$ cat config.mk
export PLATFORM = sky130hd
export DESIGN_NAME = pcm_cell
export DESIGN_NICKNAME = d
export VERILOG_FILES = /design/src/hw/rtl/pcm_pkg.sv /design/src/hw/rtl/pcm_cell.sv
export SDC_FILE = /design/constraint.sdc
export NUM_CORES = 2
export LEC_CHECK = 0
export BUFFER_PORTS_ARGS = -buffer_cell sky130_fd_sc_hd__clkbuf_2
export CORE_AREA = 2 2 417 419
export DETAILED_ROUTE_END_ITERATION = 10
export DIE_AREA = 0 0 419 421
export PLACE_DENSITY = 0.77
export SLEW_MARGIN = 0
export SYNTH_ARGS = -nofsm -noshare
export SYNTH_HDL_FRONTEND = slang
export SYNTH_SLANG_ARGS = --single-unit
$ cat constraint.sdc
create_clock -name i_clk -period 18.8 [get_ports i_clk]
set_input_delay 5.64 -clock i_clk [delete_from_list [all_inputs] [get_ports i_clk]]
set_output_delay 5.64 -clock i_clk [all_outputs]
set_load 0.005 [all_outputs]
$ cat src/hw/rtl/pcm_pkg.sv
// pcm_pkg: shared types, codes and constants for the path count matrix unit.
// No dependencies; imported by every module of the block.
package pcm_pkg;

    // Build-time defaults and fixed field widths
    localparam int PCM_MAX_NODES = 32;
    localparam int PCM_IDX_W     = 6;    // row / column index, covers up to 64 nodes
    localparam int PCM_CNT_W     = 7;    // node count, 0 to 64
    localparam logic [31:0] INF_CODE = 32'hFFFF_FFFF;
    localparam logic [31:0] SAT_MAX  = 32'h7FFF_FFFF;

    // Command codes of an input item
    typedef enum logic [1:0] {
        CMD_CLEAR   = 2'd0,
        CMD_ADD     = 2'd1,
        CMD_COMPUTE = 2'd2,
        CMD_READ    = 2'd3
    } t_cmd;

    // Operation applied by every cell during one pass over the rows
    typedef enum logic [2:0] {
        OP_CLEAR,
        OP_COPY,
        OP_CLOS,
        OP_INF,
        OP_INIT,
        OP_ACC
    } t_op;

    // Sequencer states
    typedef enum logic [2:0] {
        S_IDLE,
        S_LOAD,
        S_LATCH,
        S_STREAM,
        S_DRAIN,
        S_READ
    } t_state;

    // Token travelling down the chain: one row and the pivot column value
    typedef struct packed {
        logic                 vld;
        logic [PCM_IDX_W-1:0] row;
        logic                 a_r;
        logic [31:0]          a_c;
    } t_tok;

    // Data read from a cell on the broadcast port
    typedef struct packed {
        logic        r;
        logic [31:0] c;
    } t_bdat;

    // Control shared by all cells
    typedef struct packed {
        t_op                  op;
        logic [PCM_CNT_W-1:0] n;
        logic                 kk;
        logic                 bload;
        logic [PCM_IDX_W-1:0] addr_b;
        logic                 edge_we;
        logic [PCM_IDX_W-1:0] edge_row;
        logic [PCM_IDX_W-1:0] edge_col;
    } t_cell_ctl;

endpackage

$ cat src/hw/rtl/pcm_cell.sv
// pcm_cell: one column of the edge, reach and count matrices with its update datapath.
// Depends on pcm_pkg.
module pcm_cell #(
    parameter int MAX_NODES = pcm_pkg::PCM_MAX_NODES,
    parameter int J         = 0
) (
    input  logic              i_clk,
    input  logic              i_rst_n,
    input  pcm_pkg::t_cell_ctl i_ctl,
    input  pcm_pkg::t_tok     i_tok,
    output pcm_pkg::t_tok     o_tok,
    output pcm_pkg::t_bdat    o_bdat
);
    import pcm_pkg::*;

    localparam int NW = (MAX_NODES > 1) ? $clog2(MAX_NODES) : 1;

    logic        m_edge  [MAX_NODES];
    logic        m_reach [MAX_NODES];
    logic [31:0] m_cnt   [MAX_NODES];

    t_tok        r_tok, r1_tok, r2_tok;
    logic        r1_e, r2_e;
    logic [31:0] r1_c, r2_c;
    logic [63:0] r2_prod;
    logic        r_br;
    logic [31:0] r_bc;
    t_bdat       r_bd;

    logic        in_range;
    logic        skip;
    logic [63:0] prod;
    logic [64:0] sum;
    logic [31:0] acc_val;
    logic [NW-1:0] wr_row;

    assign o_tok  = r_tok;
    assign o_bdat = r_bd;

    // Token pipeline: chain register, read stage, multiply stage
    always_ff @(posedge i_clk) begin
        if (!i_rst_n) begin
            r_tok.vld  <= 1'b0;
            r1_tok.vld <= 1'b0;
            r2_tok.vld <= 1'b0;
        end else begin
            r_tok  <= i_tok;
            r1_tok <= r_tok;
            r2_tok <= r1_tok;
        end
    end

    // Pivot row values, latched once per pass
    always_ff @(posedge i_clk) begin
        if (i_ctl.bload) begin
            r_br <= r_bd.r;
            r_bc <= r_bd.c;
        end
    end

    assign prod = r1_tok.a_c * r_bc;

    always_ff @(posedge i_clk) begin
        r2_prod <= prod;
        r2_e    <= r1_e;
        r2_c    <= r1_c;
    end

    // Update of the written row
    always_comb begin
        in_range = (PCM_CNT_W'(J) < i_ctl.n);
        skip     = (r2_c == INF_CODE) || (r2_tok.a_c == INF_CODE) || (r_bc == INF_CODE);
        sum      = {1'b0, r2_prod} + {33'b0, r2_c};
        acc_val  = (sum > {33'b0, SAT_MAX}) ? SAT_MAX : sum[31:0];
        wr_row   = r2_tok.row[NW-1:0];
    end

    // Column storage: row read, broadcast read, row write and edge write
    always_ff @(posedge i_clk) begin
        r1_e    <= m_edge[r_tok.row[NW-1:0]];
        r1_c    <= m_cnt[r_tok.row[NW-1:0]];
        r_bd.r  <= m_reach[i_ctl.addr_b[NW-1:0]];
        r_bd.c  <= m_cnt[i_ctl.addr_b[NW-1:0]];
        if (r2_tok.vld) begin
            case (i_ctl.op)
                OP_CLEAR: begin
                    m_edge[wr_row] <= 1'b0;
                    m_cnt[wr_row]  <= '0;
                end
                OP_COPY: begin
                    m_reach[wr_row] <= r2_e;
                    m_cnt[wr_row]   <= '0;
                end
                OP_CLOS: begin
                    if (in_range && r2_tok.a_r && r_br) m_reach[wr_row] <= 1'b1;
                end
                OP_INF: begin
                    if (in_range && i_ctl.kk && r2_tok.a_r && r_br) m_cnt[wr_row] <= INF_CODE;
                end
                OP_INIT: begin
                    if (in_range && r2_c != INF_CODE && r2_e) m_cnt[wr_row] <= 32'd1;
                end
                OP_ACC: begin
                    if (in_range && !skip) m_cnt[wr_row] <= acc_val;
                end
                default: ;
            endcase
        end
        if (i_ctl.edge_we && i_ctl.edge_col == PCM_IDX_W'(J))
            m_edge[i_ctl.edge_row[NW-1:0]] <= 1'b1;
    end

endmodule

==> parameters.txt <==
Parameter                              Value

Outcome
  Status    finished, final reports clean

STA
  Post-route setup TNS    0 ps
  Fmax    114 MHz
  Worst Setup Slack, final    10010 ps
  Max-slew headroom at the worst pin    8.98%
  Final critical-path share of the clock period    46.8%
  Hold violation total from the final report    0
  Number of max-slew violations in the final report    0
  Period minus WS final    8790 ps
  Worst clock skew    50.6 ps
  Total setup violations reported at the end of the flow    0
  Unrepaired setup endpoints after global routing    false
  Measured slew at the worst slew-check pin    1360 ps

Die
  Ports    146
  Standard cell core area    172000 µm²
  Die Width    419 µm
  Die H    421 µm
  Area of the die    176000 µm²
  Number of standard-cell rows in the floorplan    153
  Initial standard-cell utilization of the core    54.5%

Clocking
  Number of buffers added by the clock tree synthesis step    148
  TritonCTS clock tree    built
  Clk Latency, worst-skew pair    810 ps
  Hold buffers post-CTS    0
  Maximum level of the CTS H-tree    4
  Buffers from clock root to sink, at most    3
  Count of clock tree sinks    1402
  Number of post-CTS setup repair buffers    0
  Clock-pin slew on the worst setup and hold paths    60 ps
  CTS root buffer    clkbuf_16
  Total of cells resized after clock tree synthesis    0

Logic synthesis
  Post-synth cell types    91
  Dominant cell by count in the synthesized netlist    edfxtp_1
  Synthesized cell area    94100 µm²
  Top cells by area, synth    edfxtp_1 (38%), fa_1 (19%), mux4_2 (16%)
  Gate Count Post-Synth    6712
  Commonest cells in the synthesized netlist    edfxtp_1 (1204), fa_1 (897), inv_1 (889)
  Number of enable flip-flop cells after synthesis    1204
  Cell type with the highest aggregate area in the netlist    edfxtp_1
  Most used DFF post-synth    edfxtp_1
  Register area share after synthesis    42.7%
  Synth Warn #    0
  Post-Syn Nets    7977
  Mapped Avg Cell Area    14.0 µm²
  Flip-flop and latch count after synthesis    1402
  Area share of the largest cell type after synthesis    38.4%
  Async set-or-reset flop fraction in the synthesized netlist    0%

Finish
  Area of all placed cells without fillers    103000 µm²
  Share of post-route cells with drive strength above 1    19.3%
  Number of nets at the end of the flow    8001
  Area growth syn-to-layout    9.37%
  Non-filler instance count after layout    9192

GRT
  Vias in the first global route    63400
  Final global-route overflow total    0
  Global-route usage over all layers    30.5%
  Number of antenna violations at the first check in global routing    9
  Largest net degree at the start of global routing    99
  Global-route wire length before repair    397 mm

Placed design
  Final GP Congestion    0.935
  Post-DP Area    97600 µm²
  Detailed Place HPWL    159 mm
  Port Buffers    143
  Cell count after placement    8910
  Worst Setup Slack post-DPL    9460 ps

Detailed routing
  Length of the first detailed-routing pass in iterations    5
  Detail-routed net length per standard cell    28.6 µm
  Routed vias    59000
  Uppermost metal layer occupied by signal nets    met5
  Total wirelength of the detailed-routed design    263 mm
  Routed vias/inst    6.42
  Routed metal-1 wire length    88.9 mm
  Detailed router's first-iteration violation count    6815
  Detailed route wirelength on metal3    31.8 mm
  Number of nets still failing antenna checks after routing    0
  Number of remaining DRC errors    0
  Met2 layer wire length in the routed design    127 mm

Worst hold path
  Endpoint of the worst hold path    r2_c[1]
  Cell depth of the worst hold path    0
  HP Class    flop to flop
  Min-Delay Startpoint    r1_c[1]

Critical path
  Category of the worst setup path capture point    flop
  Data arrival time at the worst-slack endpoint    9470 ps
  Data required time of the critical path    19480 ps
  WS Path Type    flop to flop
  Worst R2R Start    r_bc[28]
  Endpoint of the most critical register-to-register path    r2_prod[59]
  Sort of element at the start of the critical path    flop
  Flop2flop setup slack    10010 ps
  Logic depth of the worst register-to-register path    23
  Critical Path Fanout Max    24

Job
  Total of max-cap violations    0
critical path: stages, from the launching register on:
cell and delay, ps:
edfxtp_1 660, buf_4 450, nand2_1 120, fa_1 500, inv_1 50, fa_1 560
fa_1 450, fa_1 490, fa_1 550, fa_1 440, fa_1 550, inv_1 70
fa_1 480, inv_1 40, ha_1 350, and3_1 240, and4_1 240, a221o_1 300
a21oi_1 290, a311o_1 340, o31ai_1 180, o41ai_1 680, or4b_1 500, o211ai_1 130
stage by stage:
step | utilization [%] | hold slack [ps]
3_3_place_gp | 56.6 | 311
2_1_floorplan | - | 310
4_1_cts | 59.5 | 325
3_5_place_dp | 56.6 | 312
6_report | 59.6 | 310
5_1_grt | 59.6 | 314
state kept, by name, indices dropped and copies added, names as in the netlist:
signal	flops
r1_c	32
m_reach	32
r_br	1
r1_tok	39
r2_e	1
r2_prod	64
r2_c	32
m_cnt	1024
o_tok	40
r_bc	32
o_bdat	33
r1_e	1
r2_tok	39
m_edge	32
worst max-delay path by stage:
stage	startpoint	to	slack, ps	depth (start not counted)
after floorplan	i_ctl[22]	m_cnt[10][0]	10210	10
after global placement	i_ctl[25]	m_cnt[30][20]	9510	11
after detailed placement	i_ctl[25]	m_cnt[27][20]	9460	11
after CTS	r_bc[28]	r2_prod[59]	10030	23
after global routing	r_bc[2]	r2_prod[59]	9620	27
final	r_bc[28]	r2_prod[59]	10010	23
layer usage:
metal	global-route usage, %	vias up
met5	0	-
met2	49.2	3935
met1	38.0	30500
li1	-	23700
met4	15.4	4
met3	8.38	904
layout by cell type (no fill, tap or decap), types with 20 or more instances in the layout:
| master | netlist | routed |
|---|---|---|
| a211oi_1 | 20 | 20 |
| a21o_1 | 51 | 51 |
| a21oi_1 | 102 | 101 |
| and2_1 | 615 | 614 |
| buf_4 | 1 | 130 |
| clkbuf_1 | 331 | 36 |
| clkbuf_16 | 0 | 154 |
| clkbuf_2 | 2 | 138 |
| clkinv_2 | 0 | 27 |
| dfxtp_1 | 198 | 198 |
| edfxtp_1 | 1204 | 1204 |
| fa_1 | 897 | 897 |
| ha_1 | 295 | 295 |
| inv_1 | 889 | 889 |
| mux2_2 | 67 | 67 |
| mux4_2 | 660 | 660 |
| nand2_1 | 536 | 536 |
| nand3_1 | 28 | 28 |
| nand4_1 | 64 | 64 |
| nor2_1 | 135 | 103 |
| nor2_4 | 1 | 33 |
| nor3_1 | 52 | 52 |
| o21ai_0 | 123 | 123 |
| xnor2_1 | 55 | 55 |
| xor2_1 | 32 | 32 |
cell type report:
cell class,instances,area [µm²]
Clock buffer,195,4060
Fill cell,12600,69600
Tap cell,2325,2910
Clock inverter,79,978
Timing Repair Buffer,276,1790
Inverter,889,3340
Multi-Input combinational cell,4019,49700
Antenna cell,7,17.5
Sequential cell,1402,40100
kinds of logic after synthesis:
kind of cell / count (synthesis) / share of synthesized area [%]
AOI/OAI and AO/OA: 477 / 3.26
xor gates and xnor gates: 87 / 0.810
adders and majority gates: 1192 / 23.0
buffers and inverters: 1291 / 5.21
DFF: 1402 / 42.7
muxes: 728 / 16.6
and+or+nand+nor: 1535 / 8.44
Power is not shown: default switching activity piles up to over one toggle a cycle in this logic, so the estimate is an artifact.
