## config.mk

```make
export PLATFORM = sky130hd
export DESIGN_NAME = pcm_ctrl
export DESIGN_NICKNAME = d
export VERILOG_FILES = /design/src/hw/rtl/pcm_pkg.sv /design/src/hw/rtl/pcm_ctrl.sv
export SDC_FILE = /design/constraint.sdc
export NUM_CORES = 1
export LEC_CHECK = 0
export BUFFER_PORTS_ARGS = -buffer_cell sky130_fd_sc_hd__buf_4
export CORE_MARGIN = 2
export CORE_UTILIZATION = 40
export DETAILED_ROUTE_END_ITERATION = 8
export GPL_ROUTABILITY_DRIVEN = 0
export PLACE_DENSITY = 0.71
export SLEW_MARGIN = 20
export SYNTH_ARGS = -nofsm -noshare
export SYNTH_HDL_FRONTEND = slang
export SYNTH_SLANG_ARGS = --single-unit
```

## constraint.sdc

```tcl
create_clock -name i_clk -period 5.7 [get_ports i_clk]
set_input_delay 1.14 -clock i_clk [delete_from_list [all_inputs] [get_ports i_clk]]
set_output_delay 1.14 -clock i_clk [all_outputs]
set_load 0.02 [all_outputs]
```

## src/hw/rtl/pcm_pkg.sv

```systemverilog
// pcm_pkg: shared types, codes and constants for the path count matrix unit.
// No dependencies; imported by every module of the block.
package pcm_pkg;

    // Build-time defaults and fixed field widths
    localparam int PCM_MAX_NODES = 32;
    localparam int PCM_IDX_W     = 6;    // row / column index, covers up to 64 nodes
    localparam int PCM_CNT_W     = 7;    // node count, 0 to 64
    localparam logic [31:0] INF_CODE = 32'hFFFF_FFFF;
    localparam logic [31:0] SAT_MAX  = 32'h7FFF_FFFF;

    // Command codes of an input item
    typedef enum logic [1:0] {
        CMD_CLEAR   = 2'd0,
        CMD_ADD     = 2'd1,
        CMD_COMPUTE = 2'd2,
        CMD_READ    = 2'd3
    } t_cmd;

    // Operation applied by every cell during one pass over the rows
    typedef enum logic [2:0] {
        OP_CLEAR,
        OP_COPY,
        OP_CLOS,
        OP_INF,
        OP_INIT,
        OP_ACC
    } t_op;

    // Sequencer states
    typedef enum logic [2:0] {
        S_IDLE,
        S_LOAD,
        S_LATCH,
        S_STREAM,
        S_DRAIN,
        S_READ
    } t_state;

    // Token travelling down the chain: one row and the pivot column value
    typedef struct packed {
        logic                 vld;
        logic [PCM_IDX_W-1:0] row;
        logic                 a_r;
        logic [31:0]          a_c;
    } t_tok;

    // Data read from a cell on the broadcast port
    typedef struct packed {
        logic        r;
        logic [31:0] c;
    } t_bdat;

    // Control shared by all cells
    typedef struct packed {
        t_op                  op;
        logic [PCM_CNT_W-1:0] n;
        logic                 kk;
        logic                 bload;
        logic [PCM_IDX_W-1:0] addr_b;
        logic                 edge_we;
        logic [PCM_IDX_W-1:0] edge_row;
        logic [PCM_IDX_W-1:0] edge_col;
    } t_cell_ctl;

endpackage

```

## src/hw/rtl/pcm_ctrl.sv

```systemverilog
// pcm_ctrl: command decode, pass sequencer, node count and row read-out registers.
// Depends on pcm_pkg.
module pcm_ctrl #(
    parameter int MAX_NODES = pcm_pkg::PCM_MAX_NODES
) (
    input  logic                            i_clk,
    input  logic                            i_rst_n,
    input  logic                            start,
    input  logic [1:0]                      i_command,
    input  logic [4:0]                      i_src_node,
    input  logic [4:0]                      i_dst_node,
    input  pcm_pkg::t_bdat                  i_sel_dat,
    output logic                            busy,
    output pcm_pkg::t_cell_ctl              o_ctl,
    output logic                            o_inj_vld,
    output logic [pcm_pkg::PCM_IDX_W-1:0]   o_inj_row,
    output logic [pcm_pkg::PCM_IDX_W-1:0]   o_msel,
    output logic                            o_valid,
    output logic [4:0]                      o_column,
    output logic                            o_last_entry
);
    import pcm_pkg::*;

    localparam logic [PCM_CNT_W-1:0] MAXN      = PCM_CNT_W'(MAX_NODES);
    localparam logic [PCM_CNT_W-1:0] DRAIN_LEN = PCM_CNT_W'(MAX_NODES + 4);

    t_state r_state, n_state;
    t_op    r_op, n_op;
    logic [PCM_IDX_W-1:0] r_k, n_k, r_rrow, n_rrow, r_col, n_col, r_msel, bsel;
    logic [PCM_CNT_W-1:0] r_row, n_row, r_cnt, n_cnt, r_nc, n_nc, rows;
    logic r_kk, r_inj_v, r_ov, r_olast;
    logic [PCM_IDX_W-1:0] r_inj_row;
    logic [4:0] r_ocol;
    logic accept, edge_ok, last_pass, last_k;
    logic [PCM_CNT_W-1:0] src_p1, dst_p1;
    t_cmd cmd;

    assign cmd     = t_cmd'(i_command);
    assign accept  = start && (r_state == S_IDLE);
    assign edge_ok = (PCM_CNT_W'(i_src_node) < MAXN) && (PCM_CNT_W'(i_dst_node) < MAXN);
    assign src_p1  = PCM_CNT_W'(i_src_node) + PCM_CNT_W'(1);
    assign dst_p1  = PCM_CNT_W'(i_dst_node) + PCM_CNT_W'(1);
    assign rows    = (r_op == OP_CLEAR || r_op == OP_COPY) ? MAXN : r_nc;
    assign last_k  = (PCM_CNT_W'(r_k) == r_nc - PCM_CNT_W'(1));
    assign last_pass = (r_op == OP_CLEAR) || (r_op == OP_ACC && last_k);

    // Next state
    always_comb begin
        n_state = r_state;
        unique case (r_state)
            S_IDLE: begin
                if (accept) begin
                    unique case (cmd)
                        CMD_CLEAR, CMD_COMPUTE: n_state = S_LOAD;
                        CMD_ADD:                n_state = S_IDLE;
                        CMD_READ: n_state = (PCM_CNT_W'(i_src_node) < r_nc) ? S_READ : S_IDLE;
                        default:                n_state = S_IDLE;
                    endcase
                end
            end
            S_LOAD:   n_state = S_LATCH;
            S_LATCH:  n_state = S_STREAM;
            S_STREAM: if (r_row == rows - PCM_CNT_W'(1)) n_state = S_DRAIN;
            S_DRAIN: begin
                if (r_cnt == DRAIN_LEN - PCM_CNT_W'(1))
                    n_state = last_pass ? S_IDLE : S_LOAD;
            end
            S_READ: if (PCM_CNT_W'(r_col) == r_nc - PCM_CNT_W'(1)) n_state = S_IDLE;
            default:  n_state = S_IDLE;
        endcase
    end

    // Pass, counter and node count updates
    always_comb begin
        n_op   = r_op;
        n_k    = r_k;
        n_row  = r_row;
        n_cnt  = r_cnt;
        n_nc   = r_nc;
        n_rrow = r_rrow;
        n_col  = r_col;
        case (r_state)
            S_IDLE: begin
                n_row = '0;
                n_cnt = '0;
                n_col = '0;
                n_k   = '0;
                if (accept) begin
                    case (cmd)
                        CMD_CLEAR: begin
                            n_op = OP_CLEAR;
                            n_nc = PCM_CNT_W'(1);
                        end
                        CMD_COMPUTE: n_op = OP_COPY;
                        CMD_ADD: begin
                            if (edge_ok) begin
                                if (src_p1 > n_nc) n_nc = src_p1;
                                if (dst_p1 > n_nc) n_nc = dst_p1;
                            end
                        end
                        default: n_rrow = PCM_IDX_W'(i_src_node);
                    endcase
                end
            end
            S_STREAM: begin
                n_row = r_row + PCM_CNT_W'(1);
                n_cnt = '0;
            end
            S_DRAIN: begin
                n_cnt = r_cnt + PCM_CNT_W'(1);
                n_row = '0;
                if (r_cnt == DRAIN_LEN - PCM_CNT_W'(1)) begin
                    case (r_op)
                        OP_COPY: begin
                            n_op = OP_CLOS;
                            n_k  = '0;
                        end
                        OP_CLOS, OP_INF: begin
                            if (last_k) begin
                                n_op = (r_op == OP_CLOS) ? OP_INF : OP_INIT;
                                n_k  = '0;
                            end else begin
                                n_k = r_k + PCM_IDX_W'(1);
                            end
                        end
                        OP_INIT: begin
                            n_op = OP_ACC;
                            n_k  = '0;
                        end
                        OP_ACC:  n_k = r_k + PCM_IDX_W'(1);
                        default: ;
                    endcase
                end
            end
            S_READ:  n_col = r_col + PCM_IDX_W'(1);
            default: ;
        endcase
    end

    // Outputs to the cells and the broadcast select
    always_comb begin
        o_ctl          = '0;
        o_ctl.op       = r_op;
        o_ctl.n        = r_nc;
        o_ctl.kk       = r_kk;
        o_ctl.bload    = (r_state == S_LATCH);
        o_ctl.edge_we  = accept && (cmd == CMD_ADD) && edge_ok;
        o_ctl.edge_row = PCM_IDX_W'(i_src_node);
        o_ctl.edge_col = PCM_IDX_W'(i_dst_node);
        bsel           = r_k;
        unique case (r_state)
            S_LOAD:   o_ctl.addr_b = r_k;
            S_STREAM: o_ctl.addr_b = r_row[PCM_IDX_W-1:0];
            S_READ: begin
                o_ctl.addr_b = r_rrow;
                bsel         = r_col;
            end
            default:  o_ctl.addr_b = r_k;
        endcase
    end

    // Registers; reset starts a clearing pass over all rows
    always_ff @(posedge i_clk) begin
        if (!i_rst_n) begin
            r_state <= S_LOAD;
            r_op    <= OP_CLEAR;
            r_nc    <= PCM_CNT_W'(1);
            r_k     <= '0;
            r_row   <= '0;
            r_inj_v <= 1'b0;
            r_ov    <= 1'b0;
        end else begin
            r_state <= n_state;
            r_op    <= n_op;
            r_nc    <= n_nc;
            r_k     <= n_k;
            r_row   <= n_row;
            r_inj_v <= (r_state == S_STREAM);
            r_ov    <= (r_state == S_READ);
        end
        r_cnt     <= n_cnt;
        r_rrow    <= n_rrow;
        r_col     <= n_col;
        r_msel    <= bsel;
        r_inj_row <= r_row[PCM_IDX_W-1:0];
        r_ocol    <= r_col[4:0];
        r_olast   <= (PCM_CNT_W'(r_col) == r_nc - PCM_CNT_W'(1));
        if (r_state == S_LATCH) r_kk <= i_sel_dat.r;
    end

    assign busy         = (r_state != S_IDLE);
    assign o_inj_vld    = r_inj_v;
    assign o_inj_row    = r_inj_row;
    assign o_msel       = r_msel;
    assign o_valid      = r_ov;
    assign o_column     = r_ocol;
    assign o_last_entry = r_olast;

endmodule

```

==> results.md <==
* Status: completed
* Starting density of the core at 41.6%
* Slew Viols, Final at 0
* Hold slack at 0.451 ns
* Crit Path Class: primary input to flop
* Setup violators final at 0
* Max_cap viols at 0
* Number of synthesized flops with an enable pin at 19
* Synth top area share at between 20% and 30%
* Drt first pass iters at 4
* Nets at 574
* Cts-stage hold buffer count at 0
* Clk pin slew, worst setup/hold paths at 0.08 ns
* CTS Buf Count at 9
* Synthesized area per cell at 8.92 sq um
* P_sw at 687 uW
* Grt total ovfl at 0
* Total power at 1.86 mW
* Leak at between 2 and 2.5 nW
* Area Overhead vs Synth at 16.1%
* Sequential share of power at 37.9%
* Final Cycle Share at between 70% and 80%
* Wire per inst at about 15 um
* Filler cell count in the final layout at 913
* Cells after Synth at 460
* Post-CTS sizing at 0
* Largest fanout on the critical path at 8
* Peak supply drop at 0.157 mV
* PortBufs at 65
* RSZ-0062 raised after global routing: no
* P_int at 1.17 mW
* Comb pwr share at between 30% and 40%
* Die area at 11100 sq um
* Worst-skew pair later-pin latency at around 0.34 ns
* Clock power frac at 25.8%
* Synth cell types at 68
* Final ANT Viol Nets at 0
* Post-synthesis sequential area ratio at 36.4%
* Top cells by count, synth: 58 x nand2_1, 46 x dfxtp_1, 46 x nor2_1
* Final WL at 9.81 mm
* First-pass GRT wire length at 16.4 mm
* Synthesized cell area at 4100 sq um
* Die Y at 105 um
* Initial DRC Count at 192
* Synthesis Warnings at 0
* Post-CTS Setup Inserts at 0
* GRT Util Overall at between 10% and 20%
* Synth Register Bits at 65
* Count leader, synth: nand2_1
* Pin count of the biggest net entering global routing at 23
* Synth top area cells: dfxtp_1 22%, edfxtp_1 14%, ha_1 7.6%
* Vias in the first global route at 3282
* Layout cells sized above 1 at 19.8%
* Minimum clock period at 4.54 ns
* Vias per cell at 5.28
* Finished Cell Area at between 4000 and 5000 sq um
* P per Cell Area at 391 nW/um^2
* CP Data Arrival Time at 4.80 ns
* Fin. Hold Viols at 0
* TNS Setup at 0 ns
* Critical Path RT at 5.97 ns
* Final Non-Filler Cells at approximately 640
* Crit start category: primary input
* Chip Width at 105 um
* # diodes at 0
* Clock Path Buffers at 2
* Hold Crit Class: flop to flop
* Ports at 100
* Dpl hpwl at approximately 7.2 mm
* Clk sinks at 65
* # DRC at 0
* Top FF cell, synth: dfxtp_1
* Row cnt at 36
* CORE AREA at 9860 sq um
* Initial antenna violation count at 0
* Depth of the CTS H-tree at 3
* Placed inst area at 4510 sq um
* TritonCTS clock tree: yes
* Vias at 3371
* Multi-input logic area at 2290 sq um
* Register Area at between 1000 and 1500 sq um
* Setup Skew at between 0.01 and 0.015 ns
* Slew HR at 54.7%
* Placed insts at 623
* Switching Fraction at 36.9%
* Fmax at 220 MHz
* Worst-margin pin slew at 0.676 ns
* CTS Root Cell: clkbuf_8
* Asr flop ratio synth at 0%
* Synth area leader: dfxtp_1
* Crit. End Element: flop
registers in the layout, summed over array words and instances, names as in the netlist, 5 cells and up:
name       count
r_col          6
o_column       5
r_rrow         5
o_msel         6
r_nc           7
r_cnt          7
o_inj_row      6
r_row          7
r_k            6
cells by family after synthesis:
logic type,count (synthesis),synth area share [%]
and+or+nand+nor,174,21.0
other,1,0.0914
AOI/OAI and AO/OA,79,13.1
xor gates and xnor gates,44,10.1
muxes,15,3.75
adders and majority gates,25,7.62
DFF,65,36.4
buffers and inverters,57,8.02
power by group through the flow:
stage          sequential [mW]  combinational, mW  clock [mW]
6_report                 0.706              0.676       0.480
2_1_floorplan            0.709              0.477           0
4_1_cts                  0.705              0.676       0.482
3_5_place_dp             0.714              0.667           0
3_3_place_gp             0.708              0.651           0
5_1_grt                  0.723              0.748       0.504
per-layer routing:
layer,global-route usage [%],vias up,share of wire (%)
met3,2.78,14,4.9
met1,23.6,1596,44
met5,0,-,0
li1,-,1662,-
met2,30.7,99,49
met4,7.05,0,1.8
cells in the final DEF, fill, tap and decap left out, types with 4 or more instances in the layout:
cell type,netlist,final
ha_1,25,25
or2_2,5,5
mux2i_1,12,12
clkbuf_8,3,11
nor2b_1,6,6
nand3_1,18,18
nor3_1,5,5
and2_1,6,6
inv_1,20,20
and3_1,5,5
xnor2_1,24,24
dfxtp_1,46,46
buf_4,13,66
nand2_1,58,58
a21oi_1,15,15
nor2_1,46,46
a22oi_1,4,4
o21ai_0,19,19
edfxtp_1,19,19
o211ai_1,4,4
xor2_1,18,18
critical path, stage by stage:
cell      delay (ns)
buf_4           0.14
ha_1            0.19
nand3_1         0.10
xnor2_1         0.23
ha_1            0.29
a21o_1          0.18
a21oi_1         0.16
a211o_1         0.32
mux2i_1         0.29
ha_1            0.28
a21o_1          0.18
a21oi_1         0.18
o21ai_0         0.14
o211ai_1        0.34
mux2_2          0.41
a211oi_1        0.22
worst paths after layout:
kind,from,to,slack (ns),cells past startpoint
worst max-delay path,i_src_node[0],r_nc[3]$_SDFFE_PN0P_,1.16,16
worst min-delay path,r_row[5]$_SDFFE_PN0P_,o_inj_row[5]$_DFF_P_,0.45,0
worst max register to register,r_nc[5]$_SDFFE_PN0P_,r_nc[3]$_SDFFE_PN0P_,1.80,13
worst min register to register,r_row[5]$_SDFFE_PN0P_,o_inj_row[5]$_DFF_P_,0.45,0
final cells by class:
cell class                      count  area share, %
Multi-Input combinational cell    339           48.0
Inverter                           20           1.58
Clock inverter                      3           1.44
Tap cell                          133           3.49
Sequential cell                    65           31.3
Clock buffer                       13           3.78
Timing Repair Buffer               66           10.4
through the flow:
step	utilization, %	setup WS, ns
floorplan	-	1.34
global placement	45.8	0.987
detailed placement	45.8	0.850
CTS	48.3	1.20
global route	48.3	0.769
finish	48.3	1.16
(Power assumes the default switching activity.)
